**config.mk**
```make
export PLATFORM = sky130hd
export DESIGN_NAME = piecewise_linear_colormap_top
export DESIGN_NICKNAME = d
export VERILOG_FILES = /design/src/hdl/plcm_pkg.sv /design/src/hdl/plcm_ram.sv /design/src/hdl/plcm_lookup.sv /design/src/hdl/plcm_blend.sv /design/src/hdl/plcm_round.sv /design/src/hdl/piecewise_linear_colormap_top.sv
export VERILOG_INCLUDE_DIRS = /design/src /design/src/hdl
export SDC_FILE = /design/constraint.sdc
export NUM_CORES = 2
export LEC_CHECK = 0
export BUFFER_PORTS_ARGS = -buffer_cell sky130_fd_sc_hd__buf_2
export CAP_MARGIN = 20
export CORE_MARGIN = 8
export CORE_UTILIZATION = 65
export CTS_BUF_LIST = sky130_fd_sc_hd__clkbuf_8
export DETAILED_ROUTE_END_ITERATION = 7
export HOLD_SLACK_MARGIN = 0.12
export PLACE_DENSITY = 0.82
export SETUP_SLACK_MARGIN = 0.05
export SKIP_CTS_REPAIR_TIMING = 1
export SLEW_MARGIN = 40
export SYNTH_ARGS = -nofsm -noshare
export SYNTH_HDL_FRONTEND = slang
export SYNTH_SLANG_ARGS = --single-unit
```
**constraint.sdc**
```tcl
create_clock -name clk -period 26.2 [get_ports clk]
set_input_delay 5.24 -clock clk [delete_from_list [all_inputs] [get_ports clk]]
set_output_delay 5.24 -clock clk [all_outputs]
set_load 0.01 [all_outputs]
```
**src/hdl/piecewise_linear_colormap_top_macros.svh**
```systemverilog
// Assertion macros for the color map block
`ifndef PIECEWISE_LINEAR_COLORMAP_TOP_MACROS_SVH
`define PIECEWISE_LINEAR_COLORMAP_TOP_MACROS_SVH

// same-cycle implication
`define PLCM_ASSERT_SAME(label, ante, cons, msg) \
	label: assert property (@(posedge clk) disable iff (!arst_n) (ante) |-> (cons)) \
		else $error(msg);

// next-cycle implication
`define PLCM_ASSERT_NEXT(label, ante, cons, msg) \
	label: assert property (@(posedge clk) disable iff (!arst_n) (ante) |=> (cons)) \
		else $error(msg);

`endif

```
**src/hdl/plcm_pkg.sv**
```systemverilog
// Types, constants and stop table shared by the color map block
package plcm_pkg;

	localparam int CHANNEL_BITS    = 8;
	localparam int LEVEL_FRAC_BITS = 16;
	localparam int LEVEL_BITS      = LEVEL_FRAC_BITS + 2;
	localparam int STOP_BITS       = 16;
	localparam int STOP_W          = STOP_BITS + 1;
	localparam int QUARTER_SHIFT   = LEVEL_FRAC_BITS - 2;
	localparam int HALF_SHIFT      = LEVEL_FRAC_BITS - 1;
	localparam int CLAMP_W         = LEVEL_FRAC_BITS + 1;
	localparam int FRAC_W          = LEVEL_FRAC_BITS;
	localparam int DIFF_W          = STOP_W + 1;
	localparam int PROD_W          = DIFF_W + FRAC_W + 1;
	localparam int BLEND_W         = STOP_BITS + HALF_SHIFT + 1;
	localparam int SCALED_W        = BLEND_W + CHANNEL_BITS;
	localparam int NUM_CHANNELS    = 3;
	localparam int NUM_STOPS       = 5;
	localparam int NUM_TABLES      = 4;
	localparam int ROWS            = 16;
	localparam int ROW_ADDR_BITS   = 4;
	localparam int ROW_W           = 2 * NUM_CHANNELS * STOP_W;
	localparam int IN_TDATA_W      = ((LEVEL_BITS + 7) / 8) * 8;
	localparam int OUT_TDATA_W     = ((NUM_CHANNELS * CHANNEL_BITS + 7) / 8) * 8;
	localparam int PADDR_W         = 3;

	localparam logic [CHANNEL_BITS-1:0] CMAX = '1;
	localparam logic [CLAMP_W-1:0] LEVEL_ONE = {1'b1, {LEVEL_FRAC_BITS{1'b0}}};

	// register index of color_map
	localparam logic [0:0] REG_COLOR_MAP = 1'b0;

	typedef enum logic [2:0] {
		MAP_GRAY      = 3'd0,
		MAP_RAINBOW   = 3'd1,
		MAP_COOL_WARM = 3'd2,
		MAP_VIRIDIS   = 3'd3,
		MAP_PLASMA    = 3'd4
	} color_map_t;

	typedef enum logic [1:0] {
		SPAN_GRAY,
		SPAN_HALF,
		SPAN_QUARTER
	} span_t;

	// lookup stage payload
	typedef struct packed {
		logic [FRAC_W-1:0]  frac;
		logic [CLAMP_W-1:0] lvl;
		span_t              span;
	} lookup_t;

	// blend stage payload
	typedef struct packed {
		logic [NUM_CHANNELS-1:0][BLEND_W-1:0] chan;
		span_t                                span;
	} blend_t;

	// stops as 16-bit fractions: [table][stop][channel], tables rainbow, cool-warm,
	// viridis, plasma
	localparam logic [STOP_W-1:0] STOPS [NUM_TABLES][NUM_STOPS][NUM_CHANNELS] = '{
		'{ '{17'd0, 17'd0, 17'd65536}, '{17'd0, 17'd65536, 17'd0},
		   '{17'd65536, 17'd0, 17'd0}, '{17'd0, 17'd0, 17'd0}, '{17'd0, 17'd0, 17'd0} },
		'{ '{17'd0, 17'd0, 17'd65536}, '{17'd65536, 17'd65536, 17'd65536},
		   '{17'd65536, 17'd0, 17'd0}, '{17'd0, 17'd0, 17'd0}, '{17'd0, 17'd0, 17'd0} },
		'{ '{17'd17498, 17'd319, 17'd21589}, '{17'd15056, 17'd21126, 17'd35763},
		   '{17'd8360, 17'd37156, 17'd36081}, '{17'd24197, 17'd51701, 17'd25095},
		   '{17'd65094, 17'd59386, 17'd9433} },
		'{ '{17'd3302, 17'd1953, 17'd34601}, '{17'd32432, 17'd786, 17'd43114},
		   '{17'd52312, 17'd18363, 17'd30772}, '{17'd63794, 17'd38388, 17'd16485},
		   '{17'd61605, 17'd63908, 17'd8607} }
	};

	// one segment row: low stop in the lower half, high stop in the upper half
	function automatic logic [ROW_W-1:0] stop_row(input logic [ROW_ADDR_BITS-1:0] idx);
		logic [ROW_W-1:0] row;
		int               t;
		int               s;
		row = '0;
		t   = int'(idx[ROW_ADDR_BITS-1:2]);
		s   = int'(idx[1:0]);
		for (int ch = 0; ch < NUM_CHANNELS; ch++) begin
			row[ch*STOP_W +: STOP_W]                  = STOPS[t][s][ch];
			row[(NUM_CHANNELS+ch)*STOP_W +: STOP_W]   = STOPS[t][s+1][ch];
		end
		return row;
	endfunction

endpackage

```
**src/hdl/plcm_ram.sv**
```systemverilog
// Generic single-write, single-read RAM with registered read
module plcm_ram #(
	parameter int WIDTH = 8,
	parameter int DEPTH = 16
) (
	input  logic                     clk,
	input  logic                     we,
	input  logic [$clog2(DEPTH)-1:0] waddr,
	input  logic [WIDTH-1:0]         wdata,
	input  logic                     re,
	input  logic [$clog2(DEPTH)-1:0] raddr,
	output logic [WIDTH-1:0]         rdata
);

	logic [WIDTH-1:0] mem [DEPTH];
	logic [WIDTH-1:0] rdata_q;

	always_ff @(posedge clk) begin
		if (we) begin
			mem[waddr] <= wdata;
		end
		if (re) begin
			rdata_q <= mem[raddr];
		end
	end

	assign rdata = rdata_q;

endmodule

```
**src/hdl/plcm_lookup.sv**
```systemverilog
// Table load, level clamp, segment select and stop row read
module plcm_lookup
	import plcm_pkg::*;
(
	input  logic                         clk,
	input  logic                         arst_n,
	input  logic [2:0]                   color_map,
	input  logic                         in_valid,
	input  logic signed [LEVEL_BITS-1:0] in_level,
	output logic                         in_ready,
	input  logic                         out_free,
	output logic                         out_valid,
	output lookup_t                      out_data,
	output logic [ROW_W-1:0]             out_row,
	output logic                         init_done
);

	logic [ROW_ADDR_BITS:0]   init_q;
	logic                     valid_s1;
	lookup_t                  data_s1;
	logic                     s1_free;
	logic                     accept;
	logic [CLAMP_W-1:0]       lvl;
	logic [1:0]               seg;
	logic [1:0]               tbl;
	logic [CLAMP_W-1:0]       base;
	logic [CLAMP_W-1:0]       frac_full;
	span_t                    span;

	assign init_done = init_q[ROW_ADDR_BITS];

	// sweep the stop rows into the RAM after reset
	always_ff @(posedge clk or negedge arst_n) begin
		if (!arst_n) begin
			init_q <= '0;
		end else if (!init_done) begin
			init_q <= init_q + 1'b1;
		end
	end

	assign s1_free  = !valid_s1 || out_free;
	assign in_ready = init_done && s1_free;
	assign accept   = in_valid && in_ready;

	always_comb begin
		if (in_level[LEVEL_BITS-1]) begin
			lvl = '0;
		end else if (in_level[LEVEL_BITS-2:0] > LEVEL_ONE) begin
			lvl = LEVEL_ONE;
		end else begin
			lvl = in_level[CLAMP_W-1:0];
		end
	end

	always_comb begin
		span = SPAN_GRAY;
		tbl  = 2'd0;
		seg  = 2'd0;
		base = '0;
		case (color_map)
			MAP_RAINBOW, MAP_COOL_WARM: begin
				span = SPAN_HALF;
				tbl  = (color_map == MAP_RAINBOW) ? 2'd0 : 2'd1;
				seg  = {1'b0, lvl[LEVEL_FRAC_BITS] | lvl[HALF_SHIFT]};
				base = CLAMP_W'(seg) << HALF_SHIFT;
			end
			MAP_VIRIDIS, MAP_PLASMA: begin
				span = SPAN_QUARTER;
				tbl  = (color_map == MAP_VIRIDIS) ? 2'd2 : 2'd3;
				seg  = lvl[LEVEL_FRAC_BITS] ? 2'd3 : lvl[HALF_SHIFT:QUARTER_SHIFT];
				base = CLAMP_W'(seg) << QUARTER_SHIFT;
			end
			default: begin
				span = SPAN_GRAY;
			end
		endcase
	end

	assign frac_full = lvl - base;

	plcm_ram #(
		.WIDTH(ROW_W),
		.DEPTH(ROWS)
	) u_stop_ram (
		.clk  (clk),
		.we   (!init_done),
		.waddr(init_q[ROW_ADDR_BITS-1:0]),
		.wdata(stop_row(init_q[ROW_ADDR_BITS-1:0])),
		.re   (accept),
		.raddr({tbl, seg}),
		.rdata(out_row)
	);

	always_ff @(posedge clk or negedge arst_n) begin
		if (!arst_n) begin
			valid_s1 <= 1'b0;
		end else if (s1_free) begin
			valid_s1 <= accept;
		end
	end

	always_ff @(posedge clk) begin
		if (accept) begin
			data_s1.frac <= frac_full[FRAC_W-1:0];
			data_s1.lvl  <= lvl;
			data_s1.span <= span;
		end
	end

	assign out_valid = valid_s1;
	assign out_data  = data_s1;

endmodule

```
**src/hdl/plcm_blend.sv**
```systemverilog
// Linear blend between the two stops of a segment, one multiply per channel
module plcm_blend
	import plcm_pkg::*;
(
	input  logic             clk,
	input  logic             arst_n,
	input  logic             in_valid,
	input  lookup_t          in_data,
	input  logic [ROW_W-1:0] in_row,
	output logic             in_free,
	input  logic             out_free,
	output logic             out_valid,
	output blend_t           out_data
);

	logic                     valid_s2;
	blend_t                   data_s2;
	logic                     s2_free;
	logic                     adv;
	blend_t                   blend;
	logic [STOP_W-1:0]        lo   [NUM_CHANNELS];
	logic [STOP_W-1:0]        hi   [NUM_CHANNELS];
	logic signed [DIFF_W-1:0] diff [NUM_CHANNELS];
	logic signed [PROD_W-1:0] prod [NUM_CHANNELS];
	logic [PROD_W-1:0]        base [NUM_CHANNELS];
	logic [PROD_W-1:0]        sum  [NUM_CHANNELS];

	assign s2_free = !valid_s2 || out_free;
	assign in_free = s2_free;
	assign adv     = in_valid && s2_free;

	always_comb begin
		blend.span = in_data.span;
		for (int ch = 0; ch < NUM_CHANNELS; ch++) begin
			lo[ch]   = in_row[ch*STOP_W +: STOP_W];
			hi[ch]   = in_row[(NUM_CHANNELS+ch)*STOP_W +: STOP_W];
			diff[ch] = $signed({1'b0, hi[ch]}) - $signed({1'b0, lo[ch]});
			prod[ch] = diff[ch] * $signed({1'b0, in_data.frac});
			case (in_data.span)
				SPAN_HALF:    base[ch] = PROD_W'(lo[ch]) << HALF_SHIFT;
				SPAN_QUARTER: base[ch] = PROD_W'(lo[ch]) << QUARTER_SHIFT;
				default:      base[ch] = '0;
			endcase
			// a*2^S + (c-a)*f stays within 0..2^(16+S)
			sum[ch] = base[ch] + $unsigned(prod[ch]);
			if (in_data.span == SPAN_GRAY) begin
				blend.chan[ch] = BLEND_W'(in_data.lvl);
			end else begin
				blend.chan[ch] = sum[ch][BLEND_W-1:0];
			end
		end
	end

	always_ff @(posedge clk or negedge arst_n) begin
		if (!arst_n) begin
			valid_s2 <= 1'b0;
		end else if (s2_free) begin
			valid_s2 <= in_valid;
		end
	end

	always_ff @(posedge clk) begin
		if (adv) begin
			data_s2 <= blend;
		end
	end

	assign out_valid = valid_s2;
	assign out_data  = data_s2;

endmodule

```
**src/hdl/plcm_round.sv**
```systemverilog
// Scale to channel range, round half up, output register
module plcm_round
	import plcm_pkg::*;
(
	input  logic                    clk,
	input  logic                    arst_n,
	input  logic                    in_valid,
	input  blend_t                  in_data,
	output logic                    in_free,
	output logic                    out_valid,
	input  logic                    out_ready,
	output logic [CHANNEL_BITS-1:0] red,
	output logic [CHANNEL_BITS-1:0] green,
	output logic [CHANNEL_BITS-1:0] blue
);

	logic                                     out_valid_q;
	logic                                     out_free;
	logic [NUM_CHANNELS-1:0][CHANNEL_BITS-1:0] chan_q;
	logic [NUM_CHANNELS-1:0][CHANNEL_BITS-1:0] chan_d;
	logic [SCALED_W-1:0]                      scaled [NUM_CHANNELS];
	logic [SCALED_W-1:0]                      rounded [NUM_CHANNELS];

	assign out_free = !out_valid_q || out_ready;
	assign in_free  = out_free;

	always_comb begin
		for (int ch = 0; ch < NUM_CHANNELS; ch++) begin
			// v * CMAX as shift and subtract
			scaled[ch] = (SCALED_W'(in_data.chan[ch]) << CHANNEL_BITS)
				- SCALED_W'(in_data.chan[ch]);
			case (in_data.span)
				SPAN_HALF: rounded[ch] =
					(scaled[ch] + (SCALED_W'(1) << (STOP_BITS + HALF_SHIFT - 1)))
					>> (STOP_BITS + HALF_SHIFT);
				SPAN_QUARTER: rounded[ch] =
					(scaled[ch] + (SCALED_W'(1) << (STOP_BITS + QUARTER_SHIFT - 1)))
					>> (STOP_BITS + QUARTER_SHIFT);
				default: rounded[ch] =
					(scaled[ch] + (SCALED_W'(1) << (LEVEL_FRAC_BITS - 1)))
					>> LEVEL_FRAC_BITS;
			endcase
			if (rounded[ch] > SCALED_W'(CMAX)) begin
				chan_d[ch] = CMAX;
			end else begin
				chan_d[ch] = rounded[ch][CHANNEL_BITS-1:0];
			end
		end
	end

	always_ff @(posedge clk or negedge arst_n) begin
		if (!arst_n) begin
			out_valid_q <= 1'b0;
		end else if (out_free) begin
			out_valid_q <= in_valid;
		end
	end

	always_ff @(posedge clk) begin
		if (out_free && in_valid) begin
			chan_q <= chan_d;
		end
	end

	assign out_valid = out_valid_q;
	assign red       = chan_q[0];
	assign green     = chan_q[1];
	assign blue      = chan_q[2];

endmodule

```
**src/hdl/piecewise_linear_colormap_top.sv**
```systemverilog
// Piecewise-linear color map: level in, RGB word out.
// s_axis carries one level word per handshake (signed, 1.0 = 65536, clamped to 0..1).
// m_axis carries one color word per accepted level, in order: red, green, blue.
// color_map sits at APB address 0: 0 gray, 1 rainbow, 2 cool-warm, 3 viridis,
// 4 plasma, 5..7 gray. Write it only while the pipeline is empty.
// A level accepted on s_axis passes the stop row read, the blend multiply, and the
// round and output register before it shows up on m_axis_tvalid.
// Throughput: one word per cycle while m_axis_tready stays high; the stop RAM has one
// read port and each level reads one segment row holding both of its stops.
// After reset the stop table is swept into the RAM, one row per cycle for all 16
// rows; s_axis_tready stays low until that is done.
// When the receiver stalls, each stage holds its word and bubbles are squeezed
// out; up to three words are held before s_axis_tready drops.
`include "piecewise_linear_colormap_top_macros.svh"

module piecewise_linear_colormap_top
	import plcm_pkg::*;
(
	input  logic                   clk,
	input  logic                   arst_n,
	// APB configuration
	input  logic                   psel,
	input  logic                   penable,
	input  logic                   pwrite,
	input  logic [PADDR_W-1:0]     paddr,
	input  logic [31:0]            pwdata,
	output logic [31:0]            prdata,
	output logic                   pready,
	// level in
	input  logic                   s_axis_tvalid,
	output logic                   s_axis_tready,
	input  logic [IN_TDATA_W-1:0]  s_axis_tdata,   // level[17:0], zero pad
	// color out
	output logic                   m_axis_tvalid,
	input  logic                   m_axis_tready,
	output logic [OUT_TDATA_W-1:0] m_axis_tdata    // red[7:0], green[15:8], blue[23:16]
);

	logic [2:0]              color_map_q;
	logic                    reg_hit;
	logic                    init_done;
	logic                    valid_s1;
	lookup_t                 data_s1;
	logic [ROW_W-1:0]        row_s1;
	logic                    s2_free;
	logic                    valid_s2;
	blend_t                  data_s2;
	logic                    out_free;
	logic [CHANNEL_BITS-1:0] red;
	logic [CHANNEL_BITS-1:0] green;
	logic [CHANNEL_BITS-1:0] blue;

	assign pready  = 1'b1;
	assign reg_hit = (paddr[PADDR_W-1:2] == REG_COLOR_MAP);
	assign prdata  = reg_hit ? {29'd0, color_map_q} : 32'd0;

	always_ff @(posedge clk or negedge arst_n) begin
		if (!arst_n) begin
			color_map_q <= MAP_GRAY;
		end else if (psel && penable && pwrite && pready && reg_hit) begin
			color_map_q <= pwdata[2:0];
		end
	end

	plcm_lookup u_lookup (
		.clk      (clk),
		.arst_n   (arst_n),
		.color_map(color_map_q),
		.in_valid (s_axis_tvalid),
		.in_level ($signed(s_axis_tdata[LEVEL_BITS-1:0])),
		.in_ready (s_axis_tready),
		.out_free (s2_free),
		.out_valid(valid_s1),
		.out_data (data_s1),
		.out_row  (row_s1),
		.init_done(init_done)
	);

	plcm_blend u_blend (
		.clk      (clk),
		.arst_n   (arst_n),
		.in_valid (valid_s1),
		.in_data  (data_s1),
		.in_row   (row_s1),
		.in_free  (s2_free),
		.out_free (out_free),
		.out_valid(valid_s2),
		.out_data (data_s2)
	);

	plcm_round u_round (
		.clk      (clk),
		.arst_n   (arst_n),
		.in_valid (valid_s2),
		.in_data  (data_s2),
		.in_free  (out_free),
		.out_valid(m_axis_tvalid),
		.out_ready(m_axis_tready),
		.red      (red),
		.green    (green),
		.blue     (blue)
	);

	assign m_axis_tdata = OUT_TDATA_W'({blue, green, red});

	`PLCM_ASSERT_SAME(a_ready_after_load, s_axis_tready, init_done, "input ready during table load")
	`PLCM_ASSERT_NEXT(a_accept_fills_s1, s_axis_tvalid && s_axis_tready, valid_s1, "accepted word lost before lookup stage")
	`PLCM_ASSERT_NEXT(a_load_stays_done, init_done, init_done, "table load restarted")

endmodule

```
Word level (Yosys, flattened, before mapping). Memories as Yosys holds them, arrays and structs flattened. A register that Yosys moved wholly into a read port is not among the register bits. Index checks and enable logic that the tools add are counted.

Flip-flop bits (word level): 168. Memory bits (writable): 1632. Bits of input ports: 66. Logic and storage cells: 110. Memories kept: 1.

Memories: u_lookup.u_stop_ram.mem (depth 16, bits a word 102, read ports 1, clocked after Yosys merged registers in 1, write ports 1, RTL line plcm_ram.sv:15) `logic [WIDTH-1:0] mem [DEPTH];`.

Add/sub/neg operators: 21. Multipliers: 3. Magnitude comparators: 7. Eq/ne operators: 8. Mux-type cells: 30. Bitwise logic cells: 5. Reductions and logical operators: 16.

Operators with widths (number): binary-select mux 255 bit (select 2 bit) (1); 2-to-1 mux 255 bit (2); binary-select mux 51 bit (select 3 bit) (2); 2-to-1 mux 51 bit (4); case mux 32 bit (2 select lines) (3); case mux 24 bit (2 select lines) (3); adder 40 x 16 -> 40 bit (second input constant) (3); adder 40 x 30 -> 40 bit (second input constant) (3); adder 40 x 31 -> 40 bit (second input constant) (3); > comparator 40 x 8 -> 1 bit (second input constant) (3); subtractor 40 x 32 -> 40 bit (3); adder 32 bit (3); multiplier 18 x 17 -> 32 bit (3); 2-to-1 mux 17 bit (5); greater-or-equal comparator 32 x 4 -> 1 bit (second input constant) (2); inverter 2 -> 32 bit (2); subtractor 17 x 17 -> 18 bit (3); greater-or-equal comparator 32 x 3 -> 1 bit (second input constant) (1); inverter 32 bit (1); case mux 16 bit (2 select lines) (1); > comparator 17 bit (second input constant) (1); subtractor 16 bit (1); case mux 2 bit (2 select lines) (3); logical AND 1 bit (7); 17 further kinds (27).

Depth between registers and ports, before layout.
Word-level depth: 7. Mapped depth: 42. Mapped depth without buffers: 41.

By module. From an unflattened synthesis, not the netlist that was laid out.

Cell total of the unflattened synthesis: 9017. Area, all modules: 118321.0 sq um.

Modules (own cells, without submodules): plcm_ram (instances 1, cells an instance 2610, area each 63982.6 sq um, seq. area each 52069.9 sq um); plcm_blend (instances 1, cells an instance 4544, area each 41152.0 sq um, seq. area each 2967.8 sq um); plcm_round (instances 1, cells an instance 1469, area each 10191.0 sq um, seq. area each 745.7 sq um); plcm_lookup (instances 1, cells an instance 352, area each 2592.5 sq um, seq. area each 780.7 sq um); piecewise_linear_colormap_top (instances 1, cells an instance 42, area each 402.9 sq um, seq. area each 75.1 sq um).

Least setup slack after synthesis. Ideal clock, no wire load.

Path type: input to output. Start: input m_axis_tready. End: output s_axis_tready. Arrival time: 5714 ps. Data required time: 20960 ps. Setup slack: 15246 ps. Cell stages on the path: 3. Buffers on the path: 0. Path through: nor2b_1 -> nand3_1 -> and2_1.

Cells in the longest elaborated chain, start to end: 4.

Ends and longest elaborated chain: from (decl) (RTL line piecewise_linear_colormap_top.sv:35) `input logic m_axis_tready,`; logical OR 1 bit (RTL line plcm_round.sv:24) `assign out_free = !out_valid_q || out_ready;`; logical OR 1 bit (RTL line plcm_blend.sv:28) `assign s2_free = !valid_s2 || out_free;`; logical OR 1 bit (RTL line plcm_lookup.sv:41) `assign s1_free = !valid_s1 || out_free;`; logical AND 1 bit (RTL line plcm_lookup.sv:42) `assign in_ready = init_done && s1_free;`; to (decl) (RTL line piecewise_linear_colormap_top.sv:31) `output logic s_axis_tready,`.

Every way passes these cells.

Final worst setup path. Ends and elaborated chain as after synthesis.

==> results.json <==
{
  "crit_path_end": "s_axis_tready",
  "start_util_pct": 65.15,
  "cp.required_ns": 20.96,
  "slew_headroom_pct": 33.07,
  "wirelength_microns": 245100,
  "grt_setup_unrepaired": "no",
  "tightest_slew_ns": 1.004,
  "htreeDepth": 4,
  "place_congestion": 0.9234,
  "ant_nets": 0,
  "r2r_cells": 35,
  "hp-class": "reg -> reg",
  "cts.clk_slew.worst_paths_ns": 0.06,
  "end_kind": "output port",
  "drv_slew": 0,
  "grt_pass1_wl_microns": 381200,
  "drtPass1Iterations": 6,
  "grt_pass1_vias": 68734,
  "async_flop_share_pct": 0.7919,
  "synth_flop_cell": "edfxtp_1",
  "yosys_warnings": 0,
  "max_cap_violations": 0,
  "startpoint": "m_axis_tready",
  "drc": 0,
  "cts_root_buf": "clkbuf_8",
  "yosysTopAreaCellShare_pct": 41.96,
  "synthCells": 8591,
  "port_buffers": 57,
  "grt_start_max_net_pins": 147,
  "crit_type": "in -> out",
  "synthesis.area_sq_um": 98620,
  "post_drt_wl_per_cell_microns": 22.69,
  "fin_nets": 9962,
  "fin_crit_sh_pct": 44.53,
  "core_area_sq_um": 151400,
  "synth.distinct_cells": 96,
  "hpwl_microns": 166400,
  "status": "complete, no violations",
  "synth_edf_count": 1378,
  "yosysTopAreaCell": "edfxtp_1",
  "vias": 65781,
  "finalCriticalPeriod_ns": 11.67,
  "syn_avg_cell_area_sq_um": 11.48,
  "via_per_inst": 6.090,
  "clk_latency_ns": 1.00,
  "drive_gt1_share_pct": 7.952,
  "finClkSkew_ns": 0.1095,
  "crit_fanout": 4,
  "rrSetupSlack_ns": 16.10,
  "grtUsageTotal_pct": 29.81,
  "hold_viol": 0,
  "cts_sinks": 1389,
  "area_delta_synth_final_pct": 7.330,
  "synthTopCellsByCount": "1,378 x edfxtp_1, 1,375 x inv_1, 883 x fa_1",
  "r2r-end": "u_blend.out_data[33]$_SDFFCE_PP0P_",
  "die_area_sq_um": 164400,
  "max_clock_freq_mhz": 85.71,
  "clk_path_buf_depth": 3,
  "arrival_ns": 6.43,
  "synth.most_common_cell": "edfxtp_1",
  "synth_seq_cells": 1389,
  "cts_buffers": 211,
  "fp.dieH_microns": 405.5,
  "synth.top_cells.by_area": "edfxtp_1 42%, fa_1 18%, ha_1 5.5%",
  "cts_tree": "done",
  "r2r-start": "u_lookup.u_stop_ram.rdata[28]$_DFFE_PP_",
  "seq_area_frac_synth_pct": 42.24,
  "worstSetupStartpointType": "input port",
  "antenna_found_initial": 6,
  "grt-ovfl-total": 0,
  "fin_setup_tns_ns": 0,
  "rows": 143,
  "fp.dieW_microns": 405.5,
  "finalSetupViolCount": 0,
  "ios": 125,
  "drt-initial-drc-count": 6683
}
## routing by layer
metal,vias up,global-route usage [%],part of all wire (%)
met4,2,14.23,5.2
li1,29026,-,-
met5,-,0,0.0057
met3,701,5.815,9.9
met1,32557,38.78,38
met2,3495,48.65,47
## logic make-up after synthesis
family,after synthesis,share of synthesized area [%]
adder cells (fa/ha/maj),1319,23.45
AO/OA/AOI/OAI,1376,9.191
AND/OR/NAND/NOR,2056,10.94
other,2,0.007615
multiplexers,307,4.329
flip-flops,1389,42.24
buffers and inverters,1832,7.095
XOR/XNOR,310,2.753
## area by class of cell
class,count,area [sq um]
Tap cell,2030,2540
Inverter,1377,5174
Sequential cell,1389,41660
Antenna cell,6,15.01
Timing Repair Buffer,202,1719
Clock buffer,217,2987
Clock inverter,182,1185
Multi-Input combinational cell,5398,50570
Fill cell,10169,45520
## sequential cells by signal, summed over array words and instances, names as in the netlist
register and count:
u_lookup.u_stop_ram.mem 1140, u_round.blue 8, u_lookup.out_valid 1, u_blend.out_valid 1, u_lookup.init_q 5, color_map_q 3, u_round.green 8, u_lookup.u_stop_ram.rdata 95
u_lookup.out_data 21, u_round.red 8, u_blend.out_data 98, u_round.out_valid 1
## stage by stage
step	hold WS, ns	cells	setup WS, ns	cell area, sq um	util (%)
floorplan	0.4494	8619	15.25	98720	-
global placement	0.4745	10377	14.59	101000	66.71
detailed placement	0.4778	10394	14.57	101500	67.08
CTS	0.4890	10793	14.56	105700	69.84
global route	0.5111	10798	14.44	105800	69.92
finish	0.4846	10801	14.53	105800	69.93
## worst min-delay path by stage
| stage | start | endpoint | slack, ns | depth (start not counted) |
|---|---|---|---|---|
| floorplan | u_lookup.out_valid$_DFFE_PN0N_ | u_blend.out_valid$_DFFE_PN0P_ | 0.45 | 1 |
| global placement | u_lookup.out_valid$_DFFE_PN0N_ | u_blend.out_valid$_DFFE_PN0P_ | 0.47 | 1 |
| detailed placement | u_lookup.out_valid$_DFFE_PN0N_ | u_blend.out_valid$_DFFE_PN0P_ | 0.48 | 1 |
| CTS | u_lookup.out_valid$_DFFE_PN0N_ | u_blend.out_valid$_DFFE_PN0P_ | 0.49 | 1 |
| global route | u_lookup.out_valid$_DFFE_PN0N_ | u_blend.out_valid$_DFFE_PN0P_ | 0.51 | 1 |
| finish | u_lookup.out_valid$_DFFE_PN0N_ | u_blend.out_valid$_DFFE_PN0P_ | 0.48 | 1 |
## cells in the final DEF, fill, tap and decap left out, drive strengths merged, types with 160 or more instances in the layout
| cell | instances |
|---|---|
| nand2 | 493 |
| mux2i | 206 |
| a21oi | 463 |
| buf | 202 |
| nor2b | 317 |
| nor2 | 321 |
| edfxtp | 1378 |
| o21ai | 160 |
| xnor2 | 217 |
| clkbuf | 217 |
| inv | 1456 |
| ha | 434 |
| a211oi | 317 |
| fa | 883 |
| and2 | 531 |
## worst max-delay path, cell delays in order
cell     delay (ns)
buf_2          0.10
nor2b_1        0.26
nand3_1        0.14
and2_1         0.43
buf_2          0.26
Power is not shown: default switching activity piles up to over one toggle a cycle in this logic, so the estimate is an artifact.
